File: config.mk
export PLATFORM = sky130hd
export DESIGN_NAME = chi_square_fit_test_unit
export DESIGN_NICKNAME = d
export VERILOG_FILES = /design/src/rtl/csft_pkg.sv /design/src/rtl/chi_square_fit_test_unit.sv /design/src/rtl/csft_ctrl.sv /design/src/rtl/csft_datapath.sv
export SDC_FILE = /design/constraint.sdc
export NUM_CORES = 2
export LEC_CHECK = 0
export BUFFER_PORTS_ARGS = -buffer_cell sky130_fd_sc_hd__buf_2
export CORE_MARGIN = 8
export CORE_UTILIZATION = 40
export DETAILED_ROUTE_END_ITERATION = 10
export GPL_ROUTABILITY_DRIVEN = 1
export GPL_TIMING_DRIVEN = 0
export PLACE_DENSITY_LB_ADDON = 0.12
export SLEW_MARGIN = 20
export SYNTH_ARGS = -nofsm -noshare
export SYNTH_HDL_FRONTEND = slang
export SYNTH_SLANG_ARGS = --single-unit
export TNS_END_PERCENT = 100
File: constraint.sdc
create_clock -name clk -period 8.45 [get_ports clk]
set_input_delay 1.2675 -clock clk [delete_from_list [all_inputs] [get_ports clk]]
set_output_delay 1.2675 -clock clk [all_outputs]
set_load 0.02 [all_outputs]
File: src/rtl/csft_pkg.sv
// ----------------------------------------------------------------------------
// Chi-square fit test package
// Shared widths, constants and the command and status bundles that join
// the controller to the datapath.
// ----------------------------------------------------------------------------
`default_nettype none

package csft_pkg;

  // Field widths of the stream items.
  localparam int CountW = 32;
  localparam int ExpW   = 32;
  localparam int StatW  = 48;

  // Result beat is padded to whole bytes.
  localparam int OutDataW = 56;

  // Default pass threshold, about 16.919 in Q32.16.
  localparam logic [StatW-1:0] CritReset = 48'd1108804;
  localparam logic [StatW-1:0] StatMax   = {StatW{1'b1}};

  // Sequencing of one bin: four multiply steps, then one quotient bit per step.
  localparam int MulSteps = 4;
  localparam int DivSteps = 48;
  localparam int CntW     = 6;

  // Multiply step codes.
  localparam logic [1:0] MulLoLo = 2'd0;
  localparam logic [1:0] MulLoHi = 2'd1;
  localparam logic [1:0] MulHiHi = 2'd2;
  localparam logic [1:0] MulLast = 2'd3;

  // Commands from the controller to the datapath.
  typedef struct packed {
    logic       load;
    logic       mul_en;
    logic [1:0] mul_step;
    logic       sat_chk;
    logic       div_en;
    logic       accum;
  } cmd_t;

  // Status from the datapath to the controller.
  typedef struct packed {
    logic out_stall;
  } status_t;

endpackage

`default_nettype wire

File: src/rtl/chi_square_fit_test_unit.sv
// ----------------------------------------------------------------------------
// Chi-square fit test unit
// Streams histogram bins and reports the chi-square goodness-of-fit statistic.
// ----------------------------------------------------------------------------
// Each input beat is one histogram bin: an observed count and an expected
// value in unsigned Q16.16. The unit adds (observed - expected)^2 / expected
// for every bin with a nonzero expected value to a saturating Q32.16 sum; on
// the beat with in_tlast set it returns one result beat with the statistic,
// a pass flag (statistic at or below the critical value, no error) and a
// flag for runs longer than BINS bins, then starts a new run. A bin goes
// from accept through a load step, the shared 32 by 32 multiplier that squares
// the deviation, a check step, the radix-2 divider that makes one quotient bit
// a cycle and an accumulate step before the next bin is accepted. A final bin
// can hold in its accumulate step while an earlier result beat is still not taken.
// The critical value, reset 16.919, is written on the cfg channel, which is
// always ready; the user is to write it while the unit idles (not enforced).
`default_nettype none

module chi_square_fit_test_unit
  import csft_pkg::*;
#(
  parameter int BINS = 16
) (
  input  wire logic                clk,
  input  wire logic                rst_n,
  // Bin input: [31:0] observed_count, [63:32] expected_value.
  input  wire logic                in_tvalid,
  output logic                     in_tready,
  input  wire logic [63:0]         in_tdata,
  input  wire logic                in_tlast,
  // Result: [47:0] statistic, [48] good_fit, [49] too_many_bins, [55:50] zero.
  output logic                     out_tvalid,
  input  wire logic                out_tready,
  output logic [OutDataW-1:0]      out_tdata,
  // Critical value write, unsigned Q32.16.
  input  wire logic                cfg_valid,
  output logic                     cfg_ready,
  input  wire logic [StatW-1:0]    cfg_data
);

  cmd_t             cmd;
  status_t          status;
  logic [StatW-1:0] res_stat;
  logic             res_good;
  logic             res_tmb;

  csft_ctrl u_ctrl (
    .clk       (clk),
    .rst_n     (rst_n),
    .in_tvalid (in_tvalid),
    .in_tready (in_tready),
    .status    (status),
    .cmd       (cmd)
  );

  csft_datapath #(
    .BINS (BINS)
  ) u_datapath (
    .clk               (clk),
    .rst_n             (rst_n),
    .cmd               (cmd),
    .status            (status),
    .observed_count    (in_tdata[31:0]),
    .expected_value    (in_tdata[63:32]),
    .last_bin          (in_tlast),
    .cfg_we            (cfg_valid && cfg_ready),
    .cfg_data          (cfg_data),
    .out_valid         (out_tvalid),
    .out_ready         (out_tready),
    .out_statistic     (res_stat),
    .out_good_fit      (res_good),
    .out_too_many_bins (res_tmb)
  );

  // Pack the result beat and keep the configuration channel open.
  always_comb begin
    out_tdata = {6'b0, res_tmb, res_good, res_stat};
    cfg_ready = 1'b1;
  end

endmodule

`default_nettype wire

File: src/rtl/csft_ctrl.sv
// ----------------------------------------------------------------------------
// Chi-square fit test controller
// Sequences one bin through load, squaring, saturation check, long
// division and accumulation.
// ----------------------------------------------------------------------------
`default_nettype none

module csft_ctrl
  import csft_pkg::*;
(
  input  wire logic    clk,
  input  wire logic    rst_n,
  input  wire logic    in_tvalid,
  output logic         in_tready,
  input  wire status_t status,
  output cmd_t         cmd
);

  localparam logic [2:0] StIdle = 3'd0;
  localparam logic [2:0] StMul  = 3'd1;
  localparam logic [2:0] StChk  = 3'd2;
  localparam logic [2:0] StDiv  = 3'd3;
  localparam logic [2:0] StAcc  = 3'd4;

  logic [2:0]      state_r, state_nxt;
  logic [CntW-1:0] cnt_r, cnt_nxt;

  // Next state and commands.
  always_comb begin
    state_nxt    = state_r;
    cnt_nxt      = cnt_r;
    in_tready    = 1'b0;
    cmd          = '0;
    cmd.mul_step = cnt_r[1:0];
    unique case (state_r)
      StIdle: begin
        in_tready = 1'b1;
        if (in_tvalid) begin
          cmd.load  = 1'b1;
          cnt_nxt   = '0;
          state_nxt = StMul;
        end
      end
      StMul: begin
        cmd.mul_en = 1'b1;
        cnt_nxt    = cnt_r + 1'b1;
        if (cnt_r == CntW'(MulSteps - 1)) begin
          state_nxt = StChk;
        end
      end
      StChk: begin
        cmd.sat_chk = 1'b1;
        cnt_nxt     = '0;
        state_nxt   = StDiv;
      end
      StDiv: begin
        cmd.div_en = 1'b1;
        cnt_nxt    = cnt_r + 1'b1;
        if (cnt_r == CntW'(DivSteps - 1)) begin
          state_nxt = StAcc;
        end
      end
      StAcc: begin
        // A final bin waits until the output register is free.
        if (!status.out_stall) begin
          cmd.accum = 1'b1;
          state_nxt = StIdle;
        end
      end
      default: begin
        state_nxt = StIdle;
      end
    endcase
  end

  // State registers.
  always_ff @(posedge clk) begin
    if (!rst_n) begin
      state_r <= StIdle;
      cnt_r   <= '0;
    end else begin
      state_r <= state_nxt;
      cnt_r   <= cnt_nxt;
    end
  end

endmodule

`default_nettype wire

File: src/rtl/csft_datapath.sv
// ----------------------------------------------------------------------------
// Chi-square fit test datapath
// Holds the bin operands, squares the deviation with one shared multiplier,
// divides by the expected value one quotient bit per step and keeps the
// saturating run sum, bin count and result register.
// ----------------------------------------------------------------------------
`default_nettype none

module csft_datapath
  import csft_pkg::*;
#(
  parameter int BINS = 16
) (
  input  wire logic                clk,
  input  wire logic                rst_n,
  input  wire cmd_t                cmd,
  output status_t                  status,
  input  wire logic [CountW-1:0]   observed_count,
  input  wire logic [ExpW-1:0]     expected_value,
  input  wire logic                last_bin,
  input  wire logic                cfg_we,
  input  wire logic [StatW-1:0]    cfg_data,
  output logic                     out_valid,
  input  wire logic                out_ready,
  output logic [StatW-1:0]         out_statistic,
  output logic                     out_good_fit,
  output logic                     out_too_many_bins
);

  localparam int BinW = $clog2(BINS + 1);

  // Operand and arithmetic registers.
  logic [ExpW-1:0]  exp_r;
  logic             last_r;
  logic [StatW-1:0] dev_r;
  logic [63:0]      prod_r;
  logic [95:0]      sq_r;
  logic             sat_r;
  logic [ExpW-1:0]  rem_r;
  logic [StatW-1:0] low_r;
  logic [StatW-1:0] quo_r;

  // Run state and result registers.
  logic [StatW-1:0] crit_r;
  logic [StatW-1:0] sum_r;
  logic [BinW-1:0]  bins_r;
  logic             ovf_r;
  logic             out_valid_r;
  logic [StatW-1:0] out_stat_r;
  logic             out_good_r;
  logic             out_tmb_r;

  // Absolute deviation of the observed count from the expected value.
  logic [StatW-1:0] obs_fix;
  logic [StatW-1:0] exp_fix;
  logic [StatW-1:0] dev_nxt;

  always_comb begin
    obs_fix = {observed_count, 16'b0};
    exp_fix = {16'b0, expected_value};
    dev_nxt = (obs_fix >= exp_fix) ? (obs_fix - exp_fix) : (exp_fix - obs_fix);
  end

  // Shared 32 by 32 multiplier over the halves of the deviation.
  logic [31:0] dev_lo;
  logic [31:0] dev_hi;
  logic [31:0] mul_a;
  logic [31:0] mul_b;
  logic [63:0] prod_nxt;
  logic [95:0] sq_nxt;

  always_comb begin
    dev_lo   = dev_r[31:0];
    dev_hi   = {16'b0, dev_r[47:32]};
    mul_a    = (cmd.mul_step == MulHiHi) ? dev_hi : dev_lo;
    mul_b    = (cmd.mul_step == MulLoLo) ? dev_lo : dev_hi;
    prod_nxt = mul_a * mul_b;
    // The first step clears the square; each later step adds the product registered in the step before.
    unique case (cmd.mul_step)
      MulLoLo: sq_nxt = '0;
      MulLoHi: sq_nxt = {32'b0, prod_r};
      MulHiHi: sq_nxt = sq_r + {15'b0, prod_r[47:0], 33'b0};
      MulLast: sq_nxt = sq_r + {prod_r[31:0], 64'b0};
      default: sq_nxt = sq_r;
    endcase
  end

  // One restoring division step.
  logic [32:0] trial;
  logic [32:0] trial_diff;
  logic        q_bit;

  always_comb begin
    trial      = {rem_r, low_r[StatW-1]};
    trial_diff = trial - {1'b0, exp_r};
    q_bit      = (trial >= {1'b0, exp_r});
  end

  // Bin term, saturating sum and bin count.
  logic [StatW-1:0] term;
  logic [StatW:0]   sum_wide;
  logic [StatW-1:0] sum_new;
  logic             bins_full;
  logic             ovf_new;
  logic [BinW-1:0]  bins_new;

  always_comb begin
    if (exp_r == '0) begin
      term = '0;
    end else if (sat_r) begin
      term = StatMax;
    end else begin
      term = quo_r;
    end
    sum_wide  = {1'b0, sum_r} + {1'b0, term};
    sum_new   = sum_wide[StatW] ? StatMax : sum_wide[StatW-1:0];
    bins_full = (bins_r >= BinW'(BINS));
    ovf_new   = ovf_r | bins_full;
    bins_new  = bins_full ? bins_r : (bins_r + 1'b1);
  end

  // Operand and arithmetic registers need no reset.
  always_ff @(posedge clk) begin
    if (cmd.load) begin
      exp_r  <= expected_value;
      last_r <= last_bin;
      dev_r  <= dev_nxt;
    end
    if (cmd.mul_en) begin
      prod_r <= prod_nxt;
      sq_r   <= sq_nxt;
    end
    if (cmd.sat_chk) begin
      // The quotient fits 48 bits exactly when the upper square is below e.
      sat_r <= (sq_r[95:48] >= {16'b0, exp_r});
      rem_r <= sq_r[79:48];
      low_r <= sq_r[47:0];
      quo_r <= '0;
    end
    if (cmd.div_en) begin
      rem_r <= q_bit ? trial_diff[31:0] : trial[31:0];
      low_r <= {low_r[StatW-2:0], 1'b0};
      quo_r <= {quo_r[StatW-2:0], q_bit};
    end
    if (cmd.accum && last_r) begin
      out_stat_r <= sum_new;
      out_good_r <= !ovf_new && (sum_new <= crit_r);
      out_tmb_r  <= ovf_new;
    end
  end

  // Control state: threshold, run state and result valid.
  always_ff @(posedge clk) begin
    if (!rst_n) begin
      crit_r      <= CritReset;
      sum_r       <= '0;
      bins_r      <= '0;
      ovf_r       <= 1'b0;
      out_valid_r <= 1'b0;
    end else begin
      if (cfg_we) begin
        crit_r <= cfg_data;
      end
      if (cmd.accum) begin
        if (last_r) begin
          sum_r  <= '0;
          bins_r <= '0;
          ovf_r  <= 1'b0;
        end else begin
          sum_r  <= sum_new;
          bins_r <= bins_new;
          ovf_r  <= ovf_new;
        end
      end
      if (cmd.accum && last_r) begin
        out_valid_r <= 1'b1;
      end else if (out_ready) begin
        out_valid_r <= 1'b0;
      end
    end
  end

  always_comb begin
    status.out_stall  = last_r && out_valid_r && !out_ready;
    out_valid         = out_valid_r;
    out_statistic     = out_stat_r;
    out_good_fit      = out_good_r;
    out_too_many_bins = out_tmb_r;
  end

endmodule

`default_nettype wire
=== Yosys cells after proc, flatten, opt, wreduce, memory -nomap -nowiden ===
Index checks and enable logic that the tools add are counted.
Widths: inputs -> output; s select.

* Add/sub/neg operators: 8
* Multipliers: 1
* Divide/modulo/power cells: 0
* Magnitude comparators: 5
* Equality and inequality tests: 14
* Shift-type cells: 0
* Mux-type cells: 35
* Bitwise operators: 1
* Reductions and logical operators: 16

{| class="wikitable"
|+ Operator list
! kind !! number
|-
| $mux 48 || 9
|-
| $pmux 96 s4 || 1
|-
| $mux 32 || 5
|-
| $add 96x81->96 || 1
|-
| $add 96x96->96 || 1
|-
| $ge 48x32->1 || 2
|-
| $mul 32x32->64 || 1
|-
| $add 48x48->49 || 1
|-
| $le 48x48->1 || 1
|-
| $sub 32x48->48 || 1
|-
| $sub 48x32->48 || 1
|-
| $ge 33x32->1 || 1
|-
| $logic_not 32->1 || 1
|-
| $sub 32x32->32 || 1
|-
| $pmux 6 s3 || 1
|-
| $pmux 3 s5 || 1
|-
| $mux 3 || 4
|-
| $mux 1 || 11
|-
| $mux 5 || 2
|-
| $add 6x1->6 const B || 1
|-
| $eq 3x2->1 const B || 2
|-
| $eq 6x2->1 const B || 1
|-
| $eq 6x6->1 const B || 1
|-
| $mux 6 || 1
|-
| other kinds (18) || 28
|}

* Register bits after elaboration: 532
* Latch bits: 0
* RAM bits: 0
* Bits in read-only memories: 0
* Input port bits: 118
* Output and inout bits: 59
* Word-level logic and storage cells: 100
* Memories kept: 0

=== Longest topological paths before layout ===
* Depth after elaboration: 6
* Mapped depth: 35
* Mapped depth without buffers: 31

=== By module ===
A second synthesis with hierarchy kept.

* Cells, all modules: 7067
* Area total of the unflattened synthesis: 65708.0 um2

{| class="wikitable"
|+ By module, submodules not included
! module !! times used !! cells an instance !! area an instance (um2) !! sequential area each (um2)
|-
| csft_datapath || 1 || 6990 || 65086.2 || 14634.0
|-
| csft_ctrl || 1 || 66 || 546.8 || 180.2
|-
| chi_square_fit_test_unit || 1 || 11 || 75.1 || 0.0
|}

=== Least setup slack after synthesis ===
OpenSTA, ideal clock, no wires.

* Kind: flip-flop to flip-flop
* Start point: reg u_ctrl.cnt_r[0]
* End point: reg u_datapath.prod_r[51] (data pin)
* Setup time: 0.269 ns
* Data arrival time: 8.484 ns
* Data required time: 8.181 ns
* Path slack: -0.303 ns
* Cell stages (with the launch flop): 30
* Buffers on the path: 4
* Period minus slack after synthesis: 8.753 ns
* Path through: dfxtp_1 inv_1 ha_1 clkbuf_1 buf_1 mux2i_1 clkbuf_1 nor2_1 fa_1 inv_1 fa_1 fa_1 fa_1 inv_1 fa_1 fa_1 fa_1 fa_1 ha_1 clkbuf_1 and2_1 nor2_1 a31oi_1 and3_1 a21oi_1 o21a_1 o41a_1 o31a_1 o31ai_1 xor2_1

* Word-level cells in the longest chain between the ends: 3
* Elaborated cells on any way between the ends: 5
* Classes of those cells: 1 x mul; 1 x eq/ne; 2 x mux; 1 x reduce/logical

{| class="wikitable"
|+ RTL lines
! what !! line !! text
|-
| start: declaration || csft_ctrl.sv:26 || <nowiki>logic [CntW-1:0] cnt_r, cnt_nxt;</nowiki>
|-
| start signal: assignment || csft_ctrl.sv:83 || <nowiki>cnt_r <= cnt_nxt;</nowiki>
|-
| $eq 2x2->1 or $logic_not 2->1 (tied branches) || csft_datapath.sv:75, csft_datapath.sv:76 ||
|-
| $mux 32, on equally long branches || csft_datapath.sv:75, csft_datapath.sv:76 ||
|-
| $mul 32x32->64 * || csft_datapath.sv:77 || <nowiki>prod_nxt = mul_a * mul_b;</nowiki>
|-
| via u_datapath.prod_nxt[51] || csft_datapath.sv:69 || <nowiki>logic [63:0] prod_nxt;</nowiki>
|-
| end signal: assignment || csft_datapath.sv:130 || <nowiki>prod_r <= prod_nxt;</nowiki>
|-
| end: declaration || csft_datapath.sv:36 || <nowiki>logic [63:0] prod_r;</nowiki>
|}

The timed path passes the listed nets; every way through them passes the cells marked *.
A chain may end at the register's enable or synchronous reset.

=== Worst setup path in the final report ===
* Start point: reg u_ctrl.cnt_r[1]
* End point: reg u_datapath.prod_r[57] (data pin)

Same word-level chain as after synthesis.

==> metrics.cfg <==
[setup_path]
r2r_end=u_datapath.prod_r[57]
worst-path-buf-inv=8
worstSetupPathType=register to register
critical-path-slowest-cell=fa_2
crit_top_cell=fa_1
crit_family=adder cells
timing.rr.start=u_ctrl.cnt_r[1]
end_kind=register
cp-start-kind=register
cp.required_ns=8.81
critPathMaxStageDelay_ns=0.64
critPathArrivalTime_ns=9.06
timing.reg2reg.setup_slack_ns=-0.24
r2r.worst_path.cells=30
cp_max_fo=8

[synth]
synthSimpleGateAreaFrac_pct=14.5
yosys_most_used_dff=edfxtp_1
synthMuxAreaShare_pct=1.88
yosysSeqAreaShare_pct=22.6
synth_xor_area_share_pct=3.57
synth_cells=7067
synth_area_sq_um=65700
synth_edf_count=418
synth_top_family_by_area=adder cells
async_flop_share_pct=0
synth_adder_area_share_pct=37.8
postSynthAreaPerCell_sq_um=9.29
ys_warn_count=0
synth-seq-cells=531
synth_cell_types=92
synth_compound_area_share_pct=11.4

[routing]
drt_wl_total_microns=259000
vias=53500
routedWlPerCell_microns=26.6
drc_errors=0
ant_nets=0
drt_iter0_markers=4602
drt-vias-per-instance=5.48
drtPass1Iterations=5

[timing]
slew_headroom_pct=24.3
clock_skew_ns=0.0298
setup_viol=18
period_needed_ns=8.69
finalHoldViolCount=0
period_share_pct=103
slew_viol_final=0
timing.final.ws_setup_ns=-0.244
worst_pin_slew_ns=1.13
rsz0062_at_grt=true
fmax_ghz=0.115

[min_path]
holdPathStages=2
hold_class=register to register
min_to=u_datapath.ovf_r
min_from=u_datapath.ovf_r

[run]
drv_cap=0

[cells_and_area]
nets=9087
syn_to_final_growth_pct=17.9
drive_above_1_share_pct=14.0
final_common_cell=inv_1
layoutNonFillerInstCount=9758
fillers=15700
final_cell_mix=1084 x inv_1, 843 x fa_1, 811 x nor2_1

[run_status]
outcome=finished, violations left
violations=negative setup slack

[floorplanning]
fp-row-count=148
dieHeight_microns=421
io_pins=177
die_area_sq_um=177000
initial_core_util_pct=40.3
core_sq_um=163000
die_w_microns=421

[global_routing]
grt_max_degree=48
grt_use_total_pct=28.4
grt-ovfl-total=0
grt_pass1_vias=54700
antenna_found_initial=4
grt_pass1_wl_microns=375000

[place]
place_congestion=1.03
dpl.hpwl_microns=210000
placedCellCount=9440
io_buffers=168

[cts]
h-tree-depth=3
clk_latency_ns=0.66
clock-sinks=531
cts_tree=built
clkSlewWorstSetupHoldPaths_ns=0.06
ctsHoldBuffers=0
ctsLongestPathBuffers=3
numCtsBuffers=67
cts_root_buf=clkbuf_16

synth_stat cells (8+ instances only):
library cell / instances / area share (%)
a21oi_1: 301 / 2.3
nand2_1: 685 / 3.9
clkbuf_1: 301 / 1.7
and4_1: 12 / 0.16
a31oi_1: 39 / 0.37
xor2_1: 125 / 1.7
o21bai_1: 37 / 0.42
o31a_1: 8 / 0.11
nand3_1: 66 / 0.50
edfxtp_1: 418 / 19
nor3_1: 41 / 0.31
nor2b_1: 94 / 0.90
a221o_1: 8 / 0.12
a22o_1: 96 / 1.3
a211o_1: 14 / 0.19
a211oi_1: 35 / 0.40
xnor2_1: 143 / 1.9
o21ai_0: 216 / 1.6
inv_1: 1097 / 6.3
o2111ai_1: 8 / 0.11
buf_1: 21 / 0.12
a21boi_0: 12 / 0.14
ha_1: 541 / 10
o21a_1: 28 / 0.32
mux2_2: 33 / 0.57
nand2b_1: 92 / 0.88
fa_1: 901 / 27
mux2i_1: 86 / 1.3
o22ai_1: 26 / 0.25
and2_1: 63 / 0.60
dfxtp_1: 113 / 3.4
o31ai_1: 17 / 0.19
nor4_1: 30 / 0.29
o211ai_1: 36 / 0.41
or3_1: 16 / 0.15
buf_4: 10 / 0.11
and3_1: 82 / 0.78
or2_2: 27 / 0.26
nor2_1: 836 / 4.8
nand4_1: 65 / 0.62
a21o_1: 163 / 1.9
how the worst max path moves through the flow:
stage	from	endpoint	slack [ns]	depth (start not counted)
finish	u_ctrl.cnt_r[1]	u_datapath.prod_r[57]	-0.24	30
CTS	u_ctrl.cnt_r[1]	u_datapath.prod_r[57]	-0.21	28
global route	u_ctrl.cnt_r[0]	u_datapath.prod_r[57]	-0.43	31
global placement	u_ctrl.cnt_r[0]	u_datapath.prod_r[57]	-3.83	30
detailed placement	u_ctrl.cnt_r[0]	u_datapath.prod_r[63]	-3.47	31
floorplan	u_ctrl.cnt_r[0]	u_datapath.prod_r[51]	0.005	31
worst min-delay path, delay by kind of cell (launching register included):
family	cells	cell delay, ns
simple gates	1	0.07
compound gates	1	0.04
flops	1	0.32
flip-flops by register name, indices dropped and copies added, names as in the netlist, 3 cells and up:
register	flops
u_datapath.out_statistic	48
u_datapath.rem_r	32
u_datapath.sq_r	96
u_datapath.bins_r	5
u_datapath.prod_r	64
u_datapath.low_r	48
u_datapath.sum_r	48
u_datapath.dev_r	48
u_ctrl.cnt_r	6
u_datapath.quo_r	48
u_datapath.exp_r	31
u_ctrl.state_r	3
u_datapath.crit_r	48
per-layer routing:
layer	GRT usage, %	share of wire [%]	up-vias
met5	0	0	-
li1	-	-	24000
met2	44.4	44	2120
met1	37.1	42	26700
met3	6.63	8.0	561
met4	13.4	6.1	0
cell families (layout without fill, tap and decap cells):
| logic type | after synthesis | in the layout |
|---|---|---|
| AOI/OAI and AO/OA | 1130 | 1130 |
| adders and majority gates | 1442 | 1442 |
| DFF | 531 | 531 |
| and+or+nand+nor | 2140 | 2140 |
| muxes | 119 | 119 |
| xor gates and xnor gates | 268 | 268 |
| buffers and inverters | 1435 | 1942 |
| other | 2 | 11 |
final cells by class:
type | count | area, sq um | area share (%)
inverters | 1097 | 4130 | 5.33
clock inverters | 38 | 432 | 0.558
multi-input cells | 5106 | 47200 | 61.0
diodes | 4 | 10.0 | 0.0129
plain buffers | 305 | 2840 | 3.67
repair buffers | 419 | 3450 | 4.45
flip-flops and latches | 531 | 14800 | 19.1
clock buffers | 83 | 1780 | 2.30
well taps | 2175 | 2720 | 3.52
through the flow:
step	instance area, sq um	utilization (%)	hold WS [ns]	setup TNS, ns	setup slack, ns
final	77400	47.5	0.457	-2.07	-0.244
after global routing	77400	47.5	0.495	-4.52	-0.427
after CTS	76000	46.6	0.462	-1.53	-0.213
after detailed placement	69800	42.8	0.448	-118.96	-3.47
after global placement	69300	42.5	0.450	-442.16	-3.83
after floorplan	65700	-	0.429	0	0.00458
what timing repair did:
action / CTS / global route
buffers inserted: 137 / 79
setup endpoints to repair: 55 / 30
pin swaps: 68 / 102
gates cloned: 9 / 3
gates resized for setup: 716 / 203
Power is left out: the tool's default activity adds up to more than one toggle a clock period on the data nets, which glitch-free logic cannot reach.
